## config.mk

```make
export PLATFORM = sky130hd
export DESIGN_NAME = omw_sqrt
export DESIGN_NICKNAME = d
export VERILOG_FILES = /design/src/hdl/omw_pkg.sv /design/src/hdl/omw_sqrt.sv
export SDC_FILE = /design/constraint.sdc
export NUM_CORES = 2
export LEC_CHECK = 0
export BUFFER_PORTS_ARGS = -buffer_cell sky130_fd_sc_hd__buf_2
export CAP_MARGIN = 10
export CORE_ASPECT_RATIO = 1.75
export CORE_MARGIN = 3
export CORE_UTILIZATION = 47
export CTS_BUF_LIST = sky130_fd_sc_hd__clkbuf_16
export DETAILED_ROUTE_END_ITERATION = 8
export PLACE_DENSITY = 0.75
export RECOVER_POWER = 25
export SLEW_MARGIN = 15
export SYNTH_ARGS = -nofsm -noshare
export SYNTH_HDL_FRONTEND = slang
export SYNTH_SLANG_ARGS = --single-unit
export TNS_END_PERCENT = 10
```

## constraint.sdc

```tcl
create_clock -name clk -period 9.15 [get_ports clk]
set_input_delay 2.2875 -clock clk [delete_from_list [all_inputs] [get_ports clk]]
set_output_delay 2.2875 -clock clk [all_outputs]
set_load 0.005 [all_outputs]
```

## src/hdl/omw_pkg.sv

```systemverilog
// omw_pkg: shared types, widths and constants for the omni wheel mixer
// no dependencies

`default_nettype none

package omw_pkg;

  localparam int FRAC_BITS_DEF  = 12;
  localparam int GUARD_BITS     = 4;
  localparam int NUM_WHEELS     = 3;

  // translation terms carry a 2^16 scale, magnitude below 2^32
  localparam int T_W            = 33;
  localparam int SQR_W          = 31;
  localparam int MAG2_W         = 32;
  localparam int SQ_IN_W        = MAG2_W + 2 * GUARD_BITS;
  localparam int SQ_W           = SQ_IN_W + 1;
  localparam int ROOT_W         = SQ_IN_W / 2;
  localparam int SQ_STEPS       = ROOT_W;
  localparam int SQ_PER_STAGE   = 2;
  localparam int SQ_STAGES      = SQ_STEPS / SQ_PER_STAGE;
  localparam int VRM_W          = 37;
  localparam int Q_W            = 7;

  localparam int FRONT_STAGES   = 2;
  localparam int MIX_STAGES     = 4;
  localparam int PIPE_LAT       = FRONT_STAGES + SQ_STAGES + MIX_STAGES + Q_W + 1;

  localparam logic signed [T_W-1:0] HALF_SQRT3_Q16 = 33'sd56756;
  localparam logic signed [7:0]     OUT_MAX        = 8'sd127;

  typedef struct packed {
    logic signed [15:0] vel_x;
    logic signed [15:0] vel_y;
    logic signed [15:0] vel_rot;
  } omw_in_t;

  typedef struct packed {
    logic signed [7:0] wheel_front;
    logic signed [7:0] wheel_rear_left;
    logic signed [7:0] wheel_rear_right;
  } omw_out_t;

  typedef struct packed {
    logic signed [T_W-1:0] t0;
    logic signed [T_W-1:0] t1;
    logic signed [T_W-1:0] t2;
    logic signed [15:0]    vr;
    logic                  norm;
  } omw_side_t;

endpackage

`default_nettype wire

```

## src/hdl/omw_sqrt.sv

```systemverilog
// omw_sqrt: pipelined integer square root, two result bits per stage
// depends on omw_pkg

`default_nettype none

module omw_sqrt import omw_pkg::*; (
  input  wire logic               clk,
  input  wire logic               rst_n,
  input  wire logic               in_valid,
  input  wire omw_side_t          in_side,
  input  wire logic [SQ_IN_W-1:0] in_x,
  output logic                    out_valid,
  output omw_side_t               out_side,
  output logic [ROOT_W-1:0]       out_root
);

  logic            v_r    [SQ_STAGES];
  omw_side_t       side_r [SQ_STAGES];
  logic [SQ_W-1:0] x_r    [SQ_STAGES];
  logic [SQ_W-1:0] res_r  [SQ_STAGES];

  for (genvar g = 0; g < SQ_STAGES; g++) begin : g_stage
    logic            v_src;
    omw_side_t       side_src;
    logic [SQ_W-1:0] x_src, res_src, x_c, res_c;

    if (g == 0) begin : g_first
      assign v_src    = in_valid;
      assign side_src = in_side;
      assign x_src    = SQ_W'(in_x);
      assign res_src  = '0;
    end else begin : g_next
      assign v_src    = v_r[g-1];
      assign side_src = side_r[g-1];
      assign x_src    = x_r[g-1];
      assign res_src  = res_r[g-1];
    end

    always_comb begin
      logic [SQ_W-1:0] b;
      logic [SQ_W-1:0] trial;
      x_c   = x_src;
      res_c = res_src;
      for (int k = 0; k < SQ_PER_STAGE; k++) begin
        b     = SQ_W'(1) << (2 * (SQ_STEPS - 1 - (g * SQ_PER_STAGE + k)));
        trial = res_c + b;
        if (x_c >= trial) begin
          x_c   = x_c - trial;
          res_c = (res_c >> 1) + b;
        end else begin
          res_c = res_c >> 1;
        end
      end
    end

    always_ff @(posedge clk) begin
      if (!rst_n) begin
        v_r[g] <= 1'b0;
      end else begin
        v_r[g] <= v_src;
      end
      side_r[g] <= side_src;
      x_r[g]    <= x_c;
      res_r[g]  <= res_c;
    end
  end

  assign out_valid = v_r[SQ_STAGES-1];
  assign out_side  = side_r[SQ_STAGES-1];
  assign out_root  = res_r[SQ_STAGES-1][ROOT_W-1:0];

endmodule

`default_nettype wire

```

==> metrics.csv <==
stage,metric,value,unit
clock_network,Root Driver,clkbuf_16,
synthesis,Yosys Warn Count,0,
power,peak supply drop,0.0002200,V
synthesis,Main synth FF type,dfxtp_1,
floorplan,Row Count,158,
placement,HPWL Detailed,80850,um
synthesis,Yosys cell types,92,
drt,met3 WL,5150,um
timing,RSZ-0062 raised after global routing,false,
global_routing,vias in the first global route,32798,
floorplan,Die Span X,253.8,um
floorplan,Core Region,106400,um^2
floorplan,Die Area,111600,um^2
synthesis,Synth async-reset ratio,0,%
timing,Max Fclk,129.5,MHz
run_status,status,"complete, no violations",
synthesis,share of the yosys chip area belonging to registers,65.34,%
clock_network,clock tree buffer depth,3,
floorplan,chip height,439.7,um
hold_path,worst hold path type,flop to flop,
synthesis,synthesized instance count,4352,
timing,final hold vios,0,
drt,# DRC,0,
cells_and_area,"commonest non-fill, non-tap cell in the layout",dfxtp_1,
setup_path,worst endpoint data arrival time,8.30,ns
setup_path,Setup CP Type,flop to flop,
global_routing,total global routing overflow,0,
drt,ANT nets after route,0,
drt,vias per cell,5.046,
global_routing,antenna violations before repair,17,
placement,Port Buf Inserts,295,
clock_network,clock slew at reported path FFs,0.06,ns
cells_and_area,Layout Utilization,54.93,%
cells_and_area,most frequent cells in the layout,"dfxtp_1, buf_2, nor2_1",
global_routing,largest net degree at the start of global routing,35,
timing,Period minus WS final,7.722,ns
timing,clk_skew,0.05977,ns
flow_run,Max Cap Violations,0,
synthesis,mean post-synth cell area,11.61,um^2
power,total power,19.37,mW
drt,Initial DRC Count,1310,
drt,via count,31378,
global_routing,GRT Util Overall,19.35,%
floorplan,IO Count,296,
clock_network,post-CTS sizing,0,
placement,GP Congestion,0.9317,
setup_path,Crit. End Element,flop,
drt,top routing layer in use,met5,
drt,drt first pass iters,7,
global_routing,first-pass GRT wire length,168800,um
clock_network,CTS Buf Count,138,
clock_network,Setup Buffers After CTS,0,
setup_path,Crit Path Max Fanout,23,
drt,M1 WL,36030,um
clock_network,CTS Sinks,1649,
power,pwr dens,331.5,nW/um^2
timing,Worst-Margin Slew,1.211,ns
timing,final setup vio count,0,
timing,hold slack,0.3017,ns
floorplan,Initial Utilization,47.50,%
synthesis,Synth Cell Area,50520,um^2
timing,Rel. slew slack,18.13,%
cells_and_area,nets,5125,
clock_network,H-tree levels,4,
synthesis,#FFs+latches synth,1649,
clock_network,clk_lat worst skew,0.76,ns
power,Leak Pwr,25.82,nW
setup_path,CP required,9.72,ns
drt,Post-Route WL,107800,um
clock_network,hold buffer count at cts,0,
drt,met2 routed WL,58280,um
synthesis,Mapped Nets,4739,
timing,Tcrit/Tclk final,84.39,%
timing,pins over their slew limit,0,
drt,drt wl/cell,17.34,um
timing,setup total negative slack,0,ns
cells_and_area,P&R area growth vs syn,15.64,%
synthesis,"EDFF count, synth",0,
clock_network,CTS tree,yes,
setup_path,CP Launch Type,flop,
cells_and_area,share of cells above drive strength 1,12.58,%
stage by stage:
step           cell area [um^2]  setup WS, ns  instances
4_1_cts                   58400         1.279       6210
6_report                  58420         1.428       6218
3_3_place_gp              53550         1.313       5958
3_5_place_dp              53560         1.339       5958
2_1_floorplan             50520         3.319       4352
5_1_grt                   58410         1.009       6212
critical path: stages, from the launching register on:
cell and delay, ns:
dfxtp_1 0.38, inv_1 0.08, ha_1 0.40, nand4_1 0.34
nor4b_1 1.11, and3_1 0.36, or4_1 0.20, nor2_1 0.08
clkinv_1 0.14, buf_4 0.29, mux2_2 0.38, ha_1 0.28
and4_1 0.22, nand2_1 0.16, or3_1 0.20, a21oi_1 0.16
a2111oi_0 0.62, o21ai_0 0.22, a31oi_1 0.51, o41ai_2 0.29
or4_1 0.56, or4_1 0.54
cell type report:
cell class,count,area (um^2)
Antenna cell,8,20.02
Clock buffer,142,3553
Clock inverter,110,1284
Fill cell,8916,47930
Inverter,210,788.3
Multi-Input combinational cell,2432,16500
Sequential cell,1649,33010
Tap cell,1360,1702
Timing Repair Buffer,307,1567
layer usage:
| layer | vias up | GRT usage (%) |
|---|---|---|
| met2 | 765 | 37.85 |
| met1 | 14475 | 16.76 |
| met4 | 14 | 14.05 |
| met5 | - | 0 |
| met3 | 371 | 4.466 |
| li1 | 15753 | - |
where the power goes:
group / switching [mW] / internal [mW]
Sequential: 0.532 / 7.97
Combinational: 2.75 / 2.06
Clock: 2.63 / 3.42
sequential cells by signal, summed over array words and instances (netlist names):
register / cells
side_r: 1160
res_r: 110
x_r: 369
v_r: 10
worst paths after layout:
kind	from	endpoint	slack, ns	cells after the start
worst max-delay path	res_r[8][16]$_DFF_P_	res_r[9][0]$_DFF_P_	1.43	21
worst max register to register	res_r[8][16]$_DFF_P_	res_r[9][0]$_DFF_P_	1.43	21
worst min register to register	side_r[5][101]$_DFF_P_	side_r[6][101]$_DFF_P_	0.30	0
worst min-delay path	side_r[5][101]$_DFF_P_	side_r[6][101]$_DFF_P_	0.30	0
kinds of logic after synthesis:
group	after synthesis	synth area share (%)
DFF	1649	65.34
and+or+nand+nor	1110	11.33
AOI/OAI and AO/OA	744	9.384
xor gates and xnor gates	305	5.288
buffers and inverters	271	2.038
adders and majority gates	228	5.647
muxes	45	0.9708
cell usage after synthesis, drive strengths merged, types with 6 or more instances:
cell | n | share of area (%)
a211oi | 16 | 0.24
xor2 | 114 | 2.0
nor4 | 89 | 1.1
nand3 | 79 | 0.80
nor2b | 40 | 0.50
ha | 228 | 5.6
o2111ai | 8 | 0.14
o31ai | 26 | 0.39
nand4 | 47 | 0.58
o21ai | 144 | 1.4
clkbuf | 43 | 0.32
buf | 18 | 0.16
a21oi | 245 | 2.4
a211o | 6 | 0.10
nand2 | 261 | 1.9
a31o | 8 | 0.14
o31a | 11 | 0.19
o21bai | 21 | 0.31
xnor2 | 191 | 3.3
a22oi | 8 | 0.13
a31oi | 30 | 0.37
nor2 | 266 | 2.0
inv | 207 | 1.5
or2 | 24 | 0.30
and4 | 16 | 0.28
a21o | 84 | 1.2
nand4b | 15 | 0.26
nor4b | 11 | 0.25
o21a | 42 | 0.62
a21boi | 10 | 0.15
and2 | 32 | 0.40
o211ai | 17 | 0.25
or4 | 22 | 0.33
a2111oi | 8 | 0.14
nand3b | 15 | 0.22
mux2i | 16 | 0.32
nand2b | 39 | 0.48
nor3 | 72 | 0.71
mux2 | 29 | 0.65
dfxtp | 1649 | 65
and3 | 26 | 0.32
nor3b | 11 | 0.19
or3 | 30 | 0.38
Note: power is estimated with default switching activity, not from simulation.
