$ cat config.mk
export PLATFORM = sky130hd
export DESIGN_NAME = omw_front
export DESIGN_NICKNAME = d
export VERILOG_FILES = /design/src/hdl/omw_pkg.sv /design/src/hdl/omw_front.sv
export SDC_FILE = /design/constraint.sdc
export NUM_CORES = 2
export LEC_CHECK = 0
export BUFFER_PORTS_ARGS = -buffer_cell sky130_fd_sc_hd__buf_2
export CORE_ASPECT_RATIO = 1.4
export CORE_MARGIN = 5
export CORE_UTILIZATION = 35
export DETAILED_ROUTE_END_ITERATION = 6
export PLACE_DENSITY_LB_ADDON = 0.15
export REMOVE_ABC_BUFFERS = 1
export SYNTH_ARGS = -nofsm -noshare
export SYNTH_HDL_FRONTEND = slang
export SYNTH_SLANG_ARGS = --single-unit
$ cat constraint.sdc
create_clock -name clk -period 8.05 [get_ports clk]
set_input_delay 0.805 -clock clk [delete_from_list [all_inputs] [get_ports clk]]
set_output_delay 0.805 -clock clk [all_outputs]
set_load 0.03 [all_outputs]
$ cat src/hdl/omw_pkg.sv
// omw_pkg: shared types, widths and constants for the omni wheel mixer
// no dependencies

`default_nettype none

package omw_pkg;

  localparam int FRAC_BITS_DEF  = 12;
  localparam int GUARD_BITS     = 4;
  localparam int NUM_WHEELS     = 3;

  // translation terms carry a 2^16 scale, magnitude below 2^32
  localparam int T_W            = 33;
  localparam int SQR_W          = 31;
  localparam int MAG2_W         = 32;
  localparam int SQ_IN_W        = MAG2_W + 2 * GUARD_BITS;
  localparam int SQ_W           = SQ_IN_W + 1;
  localparam int ROOT_W         = SQ_IN_W / 2;
  localparam int SQ_STEPS       = ROOT_W;
  localparam int SQ_PER_STAGE   = 2;
  localparam int SQ_STAGES      = SQ_STEPS / SQ_PER_STAGE;
  localparam int VRM_W          = 37;
  localparam int Q_W            = 7;

  localparam int FRONT_STAGES   = 2;
  localparam int MIX_STAGES     = 4;
  localparam int PIPE_LAT       = FRONT_STAGES + SQ_STAGES + MIX_STAGES + Q_W + 1;

  localparam logic signed [T_W-1:0] HALF_SQRT3_Q16 = 33'sd56756;
  localparam logic signed [7:0]     OUT_MAX        = 8'sd127;

  typedef struct packed {
    logic signed [15:0] vel_x;
    logic signed [15:0] vel_y;
    logic signed [15:0] vel_rot;
  } omw_in_t;

  typedef struct packed {
    logic signed [7:0] wheel_front;
    logic signed [7:0] wheel_rear_left;
    logic signed [7:0] wheel_rear_right;
  } omw_out_t;

  typedef struct packed {
    logic signed [T_W-1:0] t0;
    logic signed [T_W-1:0] t1;
    logic signed [T_W-1:0] t2;
    logic signed [15:0]    vr;
    logic                  norm;
  } omw_side_t;

endpackage

`default_nettype wire

$ cat src/hdl/omw_front.sv
// omw_front: rotation clamp, translation terms and squared magnitude (two stages)
// depends on omw_pkg

`default_nettype none

module omw_front import omw_pkg::*; #(
  parameter int FRAC_BITS = FRAC_BITS_DEF
) (
  input  wire logic      clk,
  input  wire logic      rst_n,
  input  wire logic      in_valid,
  input  wire omw_in_t   in_data,
  output logic           out_valid,
  output omw_side_t      out_side,
  output logic [SQ_IN_W-1:0] out_mag2
);

  localparam logic signed [15:0] ONE     = 16'(1 << FRAC_BITS);
  localparam logic signed [15:0] NEG_ONE = -ONE;
  localparam logic [MAG2_W-1:0]  ONE_SQ  = MAG2_W'(1) << (2 * FRAC_BITS);

  logic                  s1_valid_r;
  logic signed [15:0]    s1_vx_r;
  logic signed [15:0]    s1_vr_r;
  logic signed [T_W-1:0] s1_ky_r;
  logic [SQR_W-1:0]      s1_sqx_r;
  logic [SQR_W-1:0]      s1_sqy_r;

  logic signed [15:0]    vr_nxt;
  logic signed [31:0]    vx_e, vy_e, sqx, sqy;
  logic signed [T_W-1:0] ky_nxt;

  always_comb begin
    if (in_data.vel_rot > ONE) begin
      vr_nxt = ONE;
    end else if (in_data.vel_rot < NEG_ONE) begin
      vr_nxt = NEG_ONE;
    end else begin
      vr_nxt = in_data.vel_rot;
    end
    vx_e   = 32'(in_data.vel_x);
    vy_e   = 32'(in_data.vel_y);
    sqx    = vx_e * vx_e;
    sqy    = vy_e * vy_e;
    ky_nxt = T_W'(in_data.vel_y) * HALF_SQRT3_Q16;
  end

  always_ff @(posedge clk) begin
    if (!rst_n) begin
      s1_valid_r <= 1'b0;
    end else begin
      s1_valid_r <= in_valid;
    end
    s1_vx_r  <= in_data.vel_x;
    s1_vr_r  <= vr_nxt;
    s1_ky_r  <= ky_nxt;
    s1_sqx_r <= sqx[SQR_W-1:0];
    s1_sqy_r <= sqy[SQR_W-1:0];
  end

  logic signed [T_W-1:0] vx_w, vx_half;
  logic [MAG2_W-1:0]     mag2;
  omw_side_t             side_nxt;

  always_comb begin
    vx_w          = T_W'(s1_vx_r);
    vx_half       = vx_w <<< 15;
    mag2          = MAG2_W'(s1_sqx_r) + MAG2_W'(s1_sqy_r);
    side_nxt.t0   = -(vx_w <<< 16);
    side_nxt.t1   = vx_half - s1_ky_r;
    side_nxt.t2   = vx_half + s1_ky_r;
    side_nxt.vr   = s1_vr_r;
    side_nxt.norm = mag2 > ONE_SQ;
  end

  always_ff @(posedge clk) begin
    if (!rst_n) begin
      out_valid <= 1'b0;
    end else begin
      out_valid <= s1_valid_r;
    end
    out_side <= side_nxt;
    out_mag2 <= {mag2, (2 * GUARD_BITS)'(0)};
  end

endmodule

`default_nettype wire

==> results.md <==
- Status: finished, final reports clean
- FF+latch area: 5000 sq um
- Resize count post-CTS: 0
- Clock root buffer master: clkbuf_16
- Clock Tree Buf Depth: 3
- Final number of hold-violating endpoints: 0
- Synth Area per Inst: 9.68 sq um
- GRT Overall Usage: 0.173
- EDFF count, synth: 0
- WL met3: roughly 2700 um
- Hold EP: out_side[7]
- Kind of critical path: in -> reg
- RSZ-0062 raised after global routing: false
- Die width: 264 um
- Core footprint: 89600 sq um
- Drt initial violations: 727
- Async SR Flop Fraction: 0
- Drt pass-1 iters: 5
- Total of fill cells in the finished design: 9154
- Reg2reg setup slack: 3670 ps
- Fin Clk Skew: between 20 and 30 ps
- Normalized max-slew margin: 0.476
- Setup TNS: 0 ps
- Clk_lat worst skew: 590 ps
- Reg2Reg Depth: 13
- Clock slew at reported path FFs: 70 ps
- Initial Util: 0.352
- CP Max Fanout: 16
- Crit path max-delay family: adder cells
- Vias/cell: 4.54
- Highest Clock Rate: approximately 150 MHz
- GRT Residual Overflow: 0
- Worst reg2reg startpoint: s1_sqx_r[2]
- CTS tree: done
- Area Overhead vs Synth: 9.95%
- Per-cell routed wire length: 17.6 um
- Total Wirelength: roughly 82000 um
- Setup crit start: in_data[40]
- Crit-path cells: buf_2 -> inv_1 -> nor2_1 -> fa_1 -> inv_1 -> fa_1 -> fa_1 -> fa_1 -> inv_1 -> fa_1 -> inv_1 -> fa_1 -> inv_1 -> ha_1 -> a21oi_1 -> o21ai_0 -> a21oi_1 -> a31oi_1 -> o221a_2 -> nor4_1 -> nor3_1 -> a211oi_1 -> a21oi_1 -> xor2_1
- Fin. max-slew vios: 0
- Most frequent cells in the layout: inv_1, fa_1, ha_1
- Synth unique cells: 79
- Final Cycle Share: 0.843
- Min-delay src: s1_vr_r[6]
- Setup Fix Bufs, Post-CTS: 0
- R2R Path End: out_side[0]
- Via Count: 21000
- CP max stage delay: 540 ps
- Slew @ Worst Pin: slightly below 800 ps
- H-tree levels: 1
- Sequential area share after synthesis: 0.159
- Crit path capture type: flop
- Antenna viol nets, final: 0
- CP dominant cell by count: fa_1
- Initial antenna violation count: 2
- DR DRC count: 0
- DP Area: 33700 sq um
- Net count, final: 4408
- Die Area: 96300 sq um
- Cells after synthesis: 3258
- Hold-critical path depth: 0
- Post-route minimum period: 6780 ps
- Fraction of layout cells with a size suffix above 1: 0.0792
- Number of global-route vias before repair: about 23000
- Io pins: ~210
- Die H: 365 um
- Max layer used: met4
- Placer Congestion: 0.864
- Critical Path AT: ~7300 ps
- HP Class: reg -> reg
- Bufs and invs on worst path: 6
- First-pass GRT wire length: around 130000 um
- Number of synthesized register bits: 250
- Multi-input combinational cell area: between 20000 and 25000 sq um
- Final Setup Violations: 0
- Slowest-stage cell, CP: fa_1
- Most common cell after layout, fill and taps aside: inv_1
- Pin count of the biggest net entering global routing: 26
- Netlist Area Pre-Place: 31500 sq um
- Final instance area: 34700 sq um
- Port Buffers: 179
- Clock Sinks: 250
- Ys flop type: dfxtp_1
- Wire length on met2: 41600 um
- Detailed placement HPWL: 69800 um
- CP Launch Type: input port
- Antenna cells: 0
- CTS Hold Buffers Added: 0
- # rows: 130
- Max Cap Viol: 0
- Cts bufs inserted: 28
- WP data required: 8540 ps
- Metal-1 WL: between 30000 and 40000 um
- Warnings, synthesis: 0
[metrics by stage]
| stage | util | instances | hold slack, ps | setup WS, ps |
|---|---|---|---|---|
| after detailed placement | 0.376 | 4584 | 312 | 639 |
| after floorplan | - | 3201 | 310 | 1560 |
| after global placement | 0.376 | 4584 | 310 | 668 |
| final | 0.387 | 4635 | 319 | 1270 |
| after global routing | 0.387 | 4635 | 333 | 893 |
| after CTS | 0.387 | 4635 | 317 | 1240 |
[per-layer routing]
layer,track usage,vias to the layer above
met4,0.0476,0
met2,0.315,359
met3,0.0179,114
met5,0,-
met1,0.219,10400
li1,-,10200
[kinds of logic after synthesis]
group / after synthesis / synth area share
multiplexers: 3 / 0.00103
other: 1 / 0.000119
AND/OR/NAND/NOR: 575 / 0.0889
AO/OA/AOI/OAI: 341 / 0.0716
flip-flops: 250 / 0.159
adder cells (fa/ha/maj): 931 / 0.508
buffers and inverters: 965 / 0.118
XOR/XNOR: 192 / 0.0536
[state kept, by name, indices dropped and copies added (netlist names)]
register	count
s1_ky_r	30
s1_vr_r	16
out_mag2	32
out_side	95
s1_sqx_r	30
s1_vx_r	15
s1_sqy_r	30
s1_valid_r	1
out_valid	1
[synth_stat cells (6+ instances only)]
| cell | count | area share |
|---|---|---|
| nand2_1 | 170 | 0.020 |
| nor2_1 | 143 | 0.017 |
| o21a_1 | 17 | 0.0040 |
| or3_1 | 14 | 0.0028 |
| xnor2_1 | 142 | 0.039 |
| nor3b_1 | 6 | 0.0014 |
| nand2b_1 | 21 | 0.0042 |
| nand4_1 | 6 | 0.0012 |
| o211ai_1 | 10 | 0.0024 |
| ha_1 | 349 | 0.14 |
| or2_2 | 8 | 0.0016 |
| a21o_1 | 41 | 0.0098 |
| nor4_1 | 8 | 0.0016 |
| a31oi_1 | 12 | 0.0024 |
| nor2b_1 | 17 | 0.0034 |
| nand3_1 | 22 | 0.0035 |
| a31o_2 | 6 | 0.0017 |
| buf_4 | 29 | 0.0069 |
| clkbuf_1 | 53 | 0.0063 |
| dfxtp_1 | 250 | 0.16 |
| a211oi_1 | 9 | 0.0021 |
| o21bai_1 | 25 | 0.0060 |
| o21ai_0 | 60 | 0.0095 |
| fa_1 | 582 | 0.37 |
| o31ai_1 | 7 | 0.0017 |
| inv_1 | 879 | 0.10 |
| and2_1 | 82 | 0.016 |
| a21oi_1 | 99 | 0.016 |
| nor3_1 | 42 | 0.0067 |
| and3_1 | 13 | 0.0026 |
| o41ai_1 | 6 | 0.0017 |
| xor2_1 | 49 | 0.014 |
[worst reg2reg max path, stage by stage (launching register included)]
cell and delay [ps]:
dfxtp_1 380, ha_1 210, inv_1 60, fa_1 430, nor2b_4 140, o31a_1 220, a21oi_1 100, or4_4 580
a2111oi_4 340, o2111ai_1 170, or4_1 500, or4b_1 570, o41ai_2 370, nand4bb_1 170
[layout make-up]
class / count / area share
flip-flops and latches: 250 / 0.144
multi-input cells: 2070 / 0.660
clock inverters: 17 / 0.00628
inverters: 881 / 0.0954
well taps: 1188 / 0.0429
clock buffers: 34 / 0.0214
repair buffers: 195 / 0.0293
[worst max-delay path by stage]
stage,depth (start not counted),end,slack (ps)
6_report,24,s1_sqx_r[29],1270
5_1_grt,24,s1_sqy_r[29],890
4_1_cts,20,s1_sqx_r[30],1240
3_5_place_dp,20,s1_sqx_r[30],640
3_3_place_gp,20,s1_sqx_r[30],670
2_1_floorplan,20,s1_sqx_r[30],1560
Power is not shown: default switching activity piles up to over one toggle a cycle in this logic, so the estimate is an artifact.
