## src/hdl/omw_pkg.sv

```systemverilog
// omw_pkg: shared types, widths and constants for the omni wheel mixer
// no dependencies

`default_nettype none

package omw_pkg;

  localparam int FRAC_BITS_DEF  = 12;
  localparam int GUARD_BITS     = 4;
  localparam int NUM_WHEELS     = 3;

  // translation terms carry a 2^16 scale, magnitude below 2^32
  localparam int T_W            = 33;
  localparam int SQR_W          = 31;
  localparam int MAG2_W         = 32;
  localparam int SQ_IN_W        = MAG2_W + 2 * GUARD_BITS;
  localparam int SQ_W           = SQ_IN_W + 1;
  localparam int ROOT_W         = SQ_IN_W / 2;
  localparam int SQ_STEPS       = ROOT_W;
  localparam int SQ_PER_STAGE   = 2;
  localparam int SQ_STAGES      = SQ_STEPS / SQ_PER_STAGE;
  localparam int VRM_W          = 37;
  localparam int Q_W            = 7;

  localparam int FRONT_STAGES   = 2;
  localparam int MIX_STAGES     = 4;
  localparam int PIPE_LAT       = FRONT_STAGES + SQ_STAGES + MIX_STAGES + Q_W + 1;

  localparam logic signed [T_W-1:0] HALF_SQRT3_Q16 = 33'sd56756;
  localparam logic signed [7:0]     OUT_MAX        = 8'sd127;

  typedef struct packed {
    logic signed [15:0] vel_x;
    logic signed [15:0] vel_y;
    logic signed [15:0] vel_rot;
  } omw_in_t;

  typedef struct packed {
    logic signed [7:0] wheel_front;
    logic signed [7:0] wheel_rear_left;
    logic signed [7:0] wheel_rear_right;
  } omw_out_t;

  typedef struct packed {
    logic signed [T_W-1:0] t0;
    logic signed [T_W-1:0] t1;
    logic signed [T_W-1:0] t2;
    logic signed [15:0]    vr;
    logic                  norm;
  } omw_side_t;

endpackage

`default_nettype wire

```

## src/hdl/omw_mix.sv

```systemverilog
// omw_mix: wheel speed mixing, magnitudes, largest magnitude and 127x numerators
// depends on omw_pkg

`default_nettype none

module omw_mix import omw_pkg::*; #(
  parameter int FRAC_BITS = FRAC_BITS_DEF,
  localparam int WW = 38 + FRAC_BITS,
  localparam int NW = WW + Q_W
) (
  input  wire logic              clk,
  input  wire logic              rst_n,
  input  wire logic              in_valid,
  input  wire omw_side_t         in_side,
  input  wire logic [ROOT_W-1:0] in_root,
  output logic                   out_valid,
  output logic [NW-1:0]          out_num [NUM_WHEELS],
  output logic [WW-1:0]          out_den,
  output logic                   out_neg [NUM_WHEELS],
  output logic                   out_zero
);

  // stage 1: rotation times magnitude
  logic                    m1_valid_r;
  omw_side_t               m1_side_r;
  logic signed [VRM_W-1:0] m1_vrm_r;

  always_ff @(posedge clk) begin
    if (!rst_n) begin
      m1_valid_r <= 1'b0;
    end else begin
      m1_valid_r <= in_valid;
    end
    m1_side_r <= in_side;
    m1_vrm_r  <= VRM_W'(in_side.vr) * $signed({(VRM_W - ROOT_W)'(0), in_root});
  end

  // stage 2: speeds
  logic                 m2_valid_r;
  logic signed [WW-1:0] m2_w_r [NUM_WHEELS];
  logic signed [WW-1:0] w_nxt  [NUM_WHEELS];
  logic signed [WW-1:0] t_e    [NUM_WHEELS];

  always_comb begin
    t_e[0] = WW'(m1_side_r.t0);
    t_e[1] = WW'(m1_side_r.t1);
    t_e[2] = WW'(m1_side_r.t2);
    for (int i = 0; i < NUM_WHEELS; i++) begin
      if (m1_side_r.norm) begin
        w_nxt[i] = (t_e[i] <<< (FRAC_BITS + GUARD_BITS)) + (WW'(m1_vrm_r) <<< 16);
      end else begin
        w_nxt[i] = t_e[i] + (WW'(m1_side_r.vr) <<< 16);
      end
    end
  end

  always_ff @(posedge clk) begin
    if (!rst_n) begin
      m2_valid_r <= 1'b0;
    end else begin
      m2_valid_r <= m1_valid_r;
    end
    m2_w_r <= w_nxt;
  end

  // stage 3: magnitudes and signs
  logic          m3_valid_r;
  logic [WW-1:0] m3_abs_r [NUM_WHEELS];
  logic          m3_neg_r [NUM_WHEELS];

  always_ff @(posedge clk) begin
    if (!rst_n) begin
      m3_valid_r <= 1'b0;
    end else begin
      m3_valid_r <= m2_valid_r;
    end
    for (int i = 0; i < NUM_WHEELS; i++) begin
      m3_neg_r[i] <= m2_w_r[i][WW-1];
      m3_abs_r[i] <= m2_w_r[i][WW-1] ? WW'(-m2_w_r[i]) : WW'(m2_w_r[i]);
    end
  end

  // stage 4: largest magnitude and 127 * |w|
  logic [WW-1:0] max01, max_all;

  always_comb begin
    max01   = (m3_abs_r[1] > m3_abs_r[0]) ? m3_abs_r[1] : m3_abs_r[0];
    max_all = (m3_abs_r[2] > max01) ? m3_abs_r[2] : max01;
  end

  always_ff @(posedge clk) begin
    if (!rst_n) begin
      out_valid <= 1'b0;
    end else begin
      out_valid <= m3_valid_r;
    end
    for (int i = 0; i < NUM_WHEELS; i++) begin
      out_num[i] <= (NW'(m3_abs_r[i]) << Q_W) - NW'(m3_abs_r[i]);
    end
    out_neg  <= m3_neg_r;
    out_den  <= max_all;
    out_zero <= (max_all == '0);
  end

endmodule

`default_nettype wire

```

## config.mk

```make
export PLATFORM = sky130hd
export DESIGN_NAME = omw_mix
export DESIGN_NICKNAME = d
export VERILOG_FILES = /design/src/hdl/omw_pkg.sv /design/src/hdl/omw_mix.sv
export SDC_FILE = /design/constraint.sdc
export NUM_CORES = 2
export LEC_CHECK = 0
export BUFFER_PORTS_ARGS = -buffer_cell sky130_fd_sc_hd__buf_2
export CAP_MARGIN = 20
export CORE_ASPECT_RATIO = 0.7
export CORE_MARGIN = 5
export CORE_UTILIZATION = 45
export CTS_CLUSTER_SIZE = 14
export DETAILED_ROUTE_END_ITERATION = 7
export PLACE_DENSITY = 0.68
export SLEW_MARGIN = 30
export SYNTH_ARGS = -nofsm -noshare
export SYNTH_HDL_FRONTEND = slang
export SYNTH_SLANG_ARGS = --single-unit
export TNS_END_PERCENT = 10
```

## constraint.sdc

```tcl
create_clock -name clk -period 7.6 [get_ports clk]
set_input_delay 1.14 -clock clk [delete_from_list [all_inputs] [get_ports clk]]
set_output_delay 1.14 -clock clk [all_outputs]
set_load 0.02 [all_outputs]
```

==> flow_metrics.env <==
export IMPL_synth_nets=5834
export IMPL_synth_top_area_frac=0.299
export IMPL_synth_warnings=0
export IMPL_placed_cells=6589
export IMPL_use_met2=0.382
export IMPL_port_buffers=364
export IMPL_die_x_um=390
export IMPL_synth_edff_count=0
export IMPL_vias_per_cell=5.51
export IMPL_fill_cells=9326
export IMPL_finalClockSkew_ps=25.5
export IMPL_avgSynthCellArea_um2=9.23
export IMPL_hpwl_um=122000
export IMPL_place_congestion=0.969
export IMPL_path_buf_inv=4
export IMPL_core_area_um2=100000
export IMPL_cts_resized=0
export IMPL_fin_nets=6218
export IMPL_drt_iter0_markers=3301
export IMPL_cts_root_buf="clkbuf_16"
export IMPL_cts_tree="built"
export IMPL_crit_top_cell="nor4_1"
export IMPL_slowest_stage="nor4_1"
export IMPL_synth_top_cells_by_area="dfxtp_1 30%, ha_1 14%, fa_1 11%"
export IMPL_status="finished, final reports clean"
export IMPL_io_pins=365
export IMPL_ant_nets=0
export IMPL_syn_to_final_growth_pct=13.4
export IMPL_met3_usage=0.0660
export IMPL_cts_sinks=682
export IMPL_synth_cell_types=77
export IMPL_syn_inst=4942
export IMPL_die_y_um=276
export IMPL_busiest_layer="met1"
export IMPL_ys_async_sr_fraction=0
export IMPL_synth_area_um2=45600
export IMPL_remaining_drc_errors=0
export IMPL_crit_required_ps=8180
export IMPL_max_freq_mhz=143
export IMPL_rsz0062_at_grt="false"
export IMPL_die_area_um2=108000
export IMPL_post_cts_buffers=0
export IMPL_synth_top_area_cell="dfxtp_1"
export IMPL_seq_area_frac_synth=0.299
export IMPL_overflow=0
export IMPL_clockBufferDepth=3
export IMPL_grt_pass1_vias=35800
export IMPL_fin_crit_ps=7000
export IMPL_grt_pass1_wl_um=220000
export IMPL_period_share=0.922
export IMPL_clk_pin_slew_ps=60
export IMPL_tightest_slew_ps=1000
export IMPL_cts_made_buffers=71
export IMPL_drt_first_pass_iters=5
export IMPL_fin_tns_setup_ps=0
export IMPL_synth_main_ff_cell="dfxtp_1"
export IMPL_wl_per_cell_um=21.7
export IMPL_maxSlewHeadroom=0.331
export IMPL_grt_total_usage=0.265
export IMPL_initial_core_util=0.455
export IMPL_crit_fanout=28
export IMPL_htree_num_levels=3
export IMPL_num_rows=97
export IMPL_setup_viol=0
export IMPL_grt_max_degree=97
export IMPL_end_kind="flop"
export IMPL_fin_util=0.516
export IMPL_synth_seq_cells=682
export IMPL_insertion_delay_ps=680
export IMPL_arrival_ps=7590
export IMPL_worst_path_largest_cell_delay_ps=610
export IMPL_routed_wirelength_um=146000
export IMPL_cp_start_kind="flop"
export IMPL_vias=37000
export IMPL_critPathTopFamily="compound AO/OA/AOI/OAI gates"
export IMPL_antenna_found_initial=6
export IMPL_use_met1=0.396
export IMPL_hold_violations=0
export IMPL_drive_gt1_frac=0.114
export IMPL_slew_violations=0
export IMPL_synth_most_common_cell="dfxtp_1"
export IMPL_maxCapViolCount=0
export IMPL_cts_hold_buf=0
export IMPL_synth_commonest_cells="682 x dfxtp_1, 526 x inv_1, 497 x ha_1"
export IMPL_layout_cells_non_filler=6715
export IMPL_hold_path_class="flop to flop"
export IMPL_worstSetupPathType="flop to flop"
==> routing by layer <==
metal	vias up	share of wire
li1	17700	-
met1	17600	0.47
met2	1472	0.40
met3	206	0.10
met4	2	0.024
met5	-	0.000082
==> worst reg2reg max path, stage by stage (launching register included) <==
cell      delay, ps
dfxtp_1         490
inv_1           140
ha_1            340
nand3_1         110
nor4_1          610
nand4_1         280
a31oi_1         330
nor3_1           90
o21ai_0         150
o41a_2          540
buf_4           360
mux2i_1         410
ha_1            320
a21o_1          160
a21o_1          170
a221oi_1        290
o21ai_0         160
a31oi_1         150
a21oi_1          80
nor2_1          180
a31oi_4          60
buf_12          210
mux2i_1         250
nor4_1          300
buf_4           210
nand4_1         210
nor4_1          310
==> metrics by stage <==
| stage | hold WS, ps | setup slack (ps) | instance area (um2) |
|---|---|---|---|
| global route | 335 | 308 | 51700 |
| detailed placement | 340 | 211 | 49200 |
| finish | 338 | 596 | 51700 |
| global placement | 339 | 314 | 49200 |
| CTS | 343 | 536 | 51700 |
| floorplan | 310 | 480 | 45600 |
==> flip-flops by register name, summed over array words and instances (netlist names) <==
signal / count
m1_valid_r: 1
out_zero: 1
m3_neg_r: 3
out_den: 50
m3_abs_r: 150
out_neg: 3
m2_valid_r: 1
m3_valid_r: 1
m2_w_r: 150
out_num: 171
m1_vrm_r: 34
out_valid: 1
m1_side_r: 116
==> layout by cell type (no fill, tap or decap), drive strengths merged, types with 56 or more instances in the layout <==
| cell type | count |
|---|---|
| a21o | 223 |
| a21oi | 293 |
| and2 | 120 |
| buf | 433 |
| clkbuf | 85 |
| dfxtp | 682 |
| fa | 256 |
| ha | 497 |
| inv | 540 |
| mux2i | 105 |
| nand2 | 413 |
| nand2b | 70 |
| nand3 | 65 |
| nor2 | 190 |
| nor2b | 82 |
| nor3 | 56 |
| o21ai | 216 |
| xnor2 | 344 |
| xor2 | 98 |
==> cell type report <==
cell class | count | area [um2] | share of cell area
well taps | 1336 | 1670 | 0.0323
repair buffers | 433 | 2380 | 0.0461
diodes | 2 | 5.00 | 0.0000968
inverters | 529 | 1990 | 0.0384
flip-flops and latches | 682 | 13700 | 0.264
multi-input cells | 3609 | 29500 | 0.571
clock buffers | 85 | 1920 | 0.0371
clock inverters | 39 | 567 | 0.0110
==> cells by family (layout without fill, tap and decap cells) <==
kind of cell,count (synthesis),after routing,synth area share
buffers and inverters,651,1086,0.0540
AND/OR/NAND/NOR,1224,1224,0.135
flip-flops,682,682,0.299
adder cells (fa/ha/maj),753,753,0.249
multiplexers,109,109,0.0240
other,0,2,0
AO/OA/AOI/OAI,1081,1081,0.154
XOR/XNOR,442,442,0.0849
==> final timing paths <==
check	startpoint	end	slack [ps]	cells past startpoint
worst max-delay path	m3_abs_r[0][29]	out_zero	600	26
worst min-delay path	m3_neg_r[0]	out_neg[0]	340	0
worst max register to register	m3_abs_r[0][29]	out_zero	600	26
worst min register to register	m3_neg_r[0]	out_neg[0]	340	0
Power is left out: the tool's default activity adds up to more than one toggle a clock period on the data nets, which glitch-free logic cannot reach.
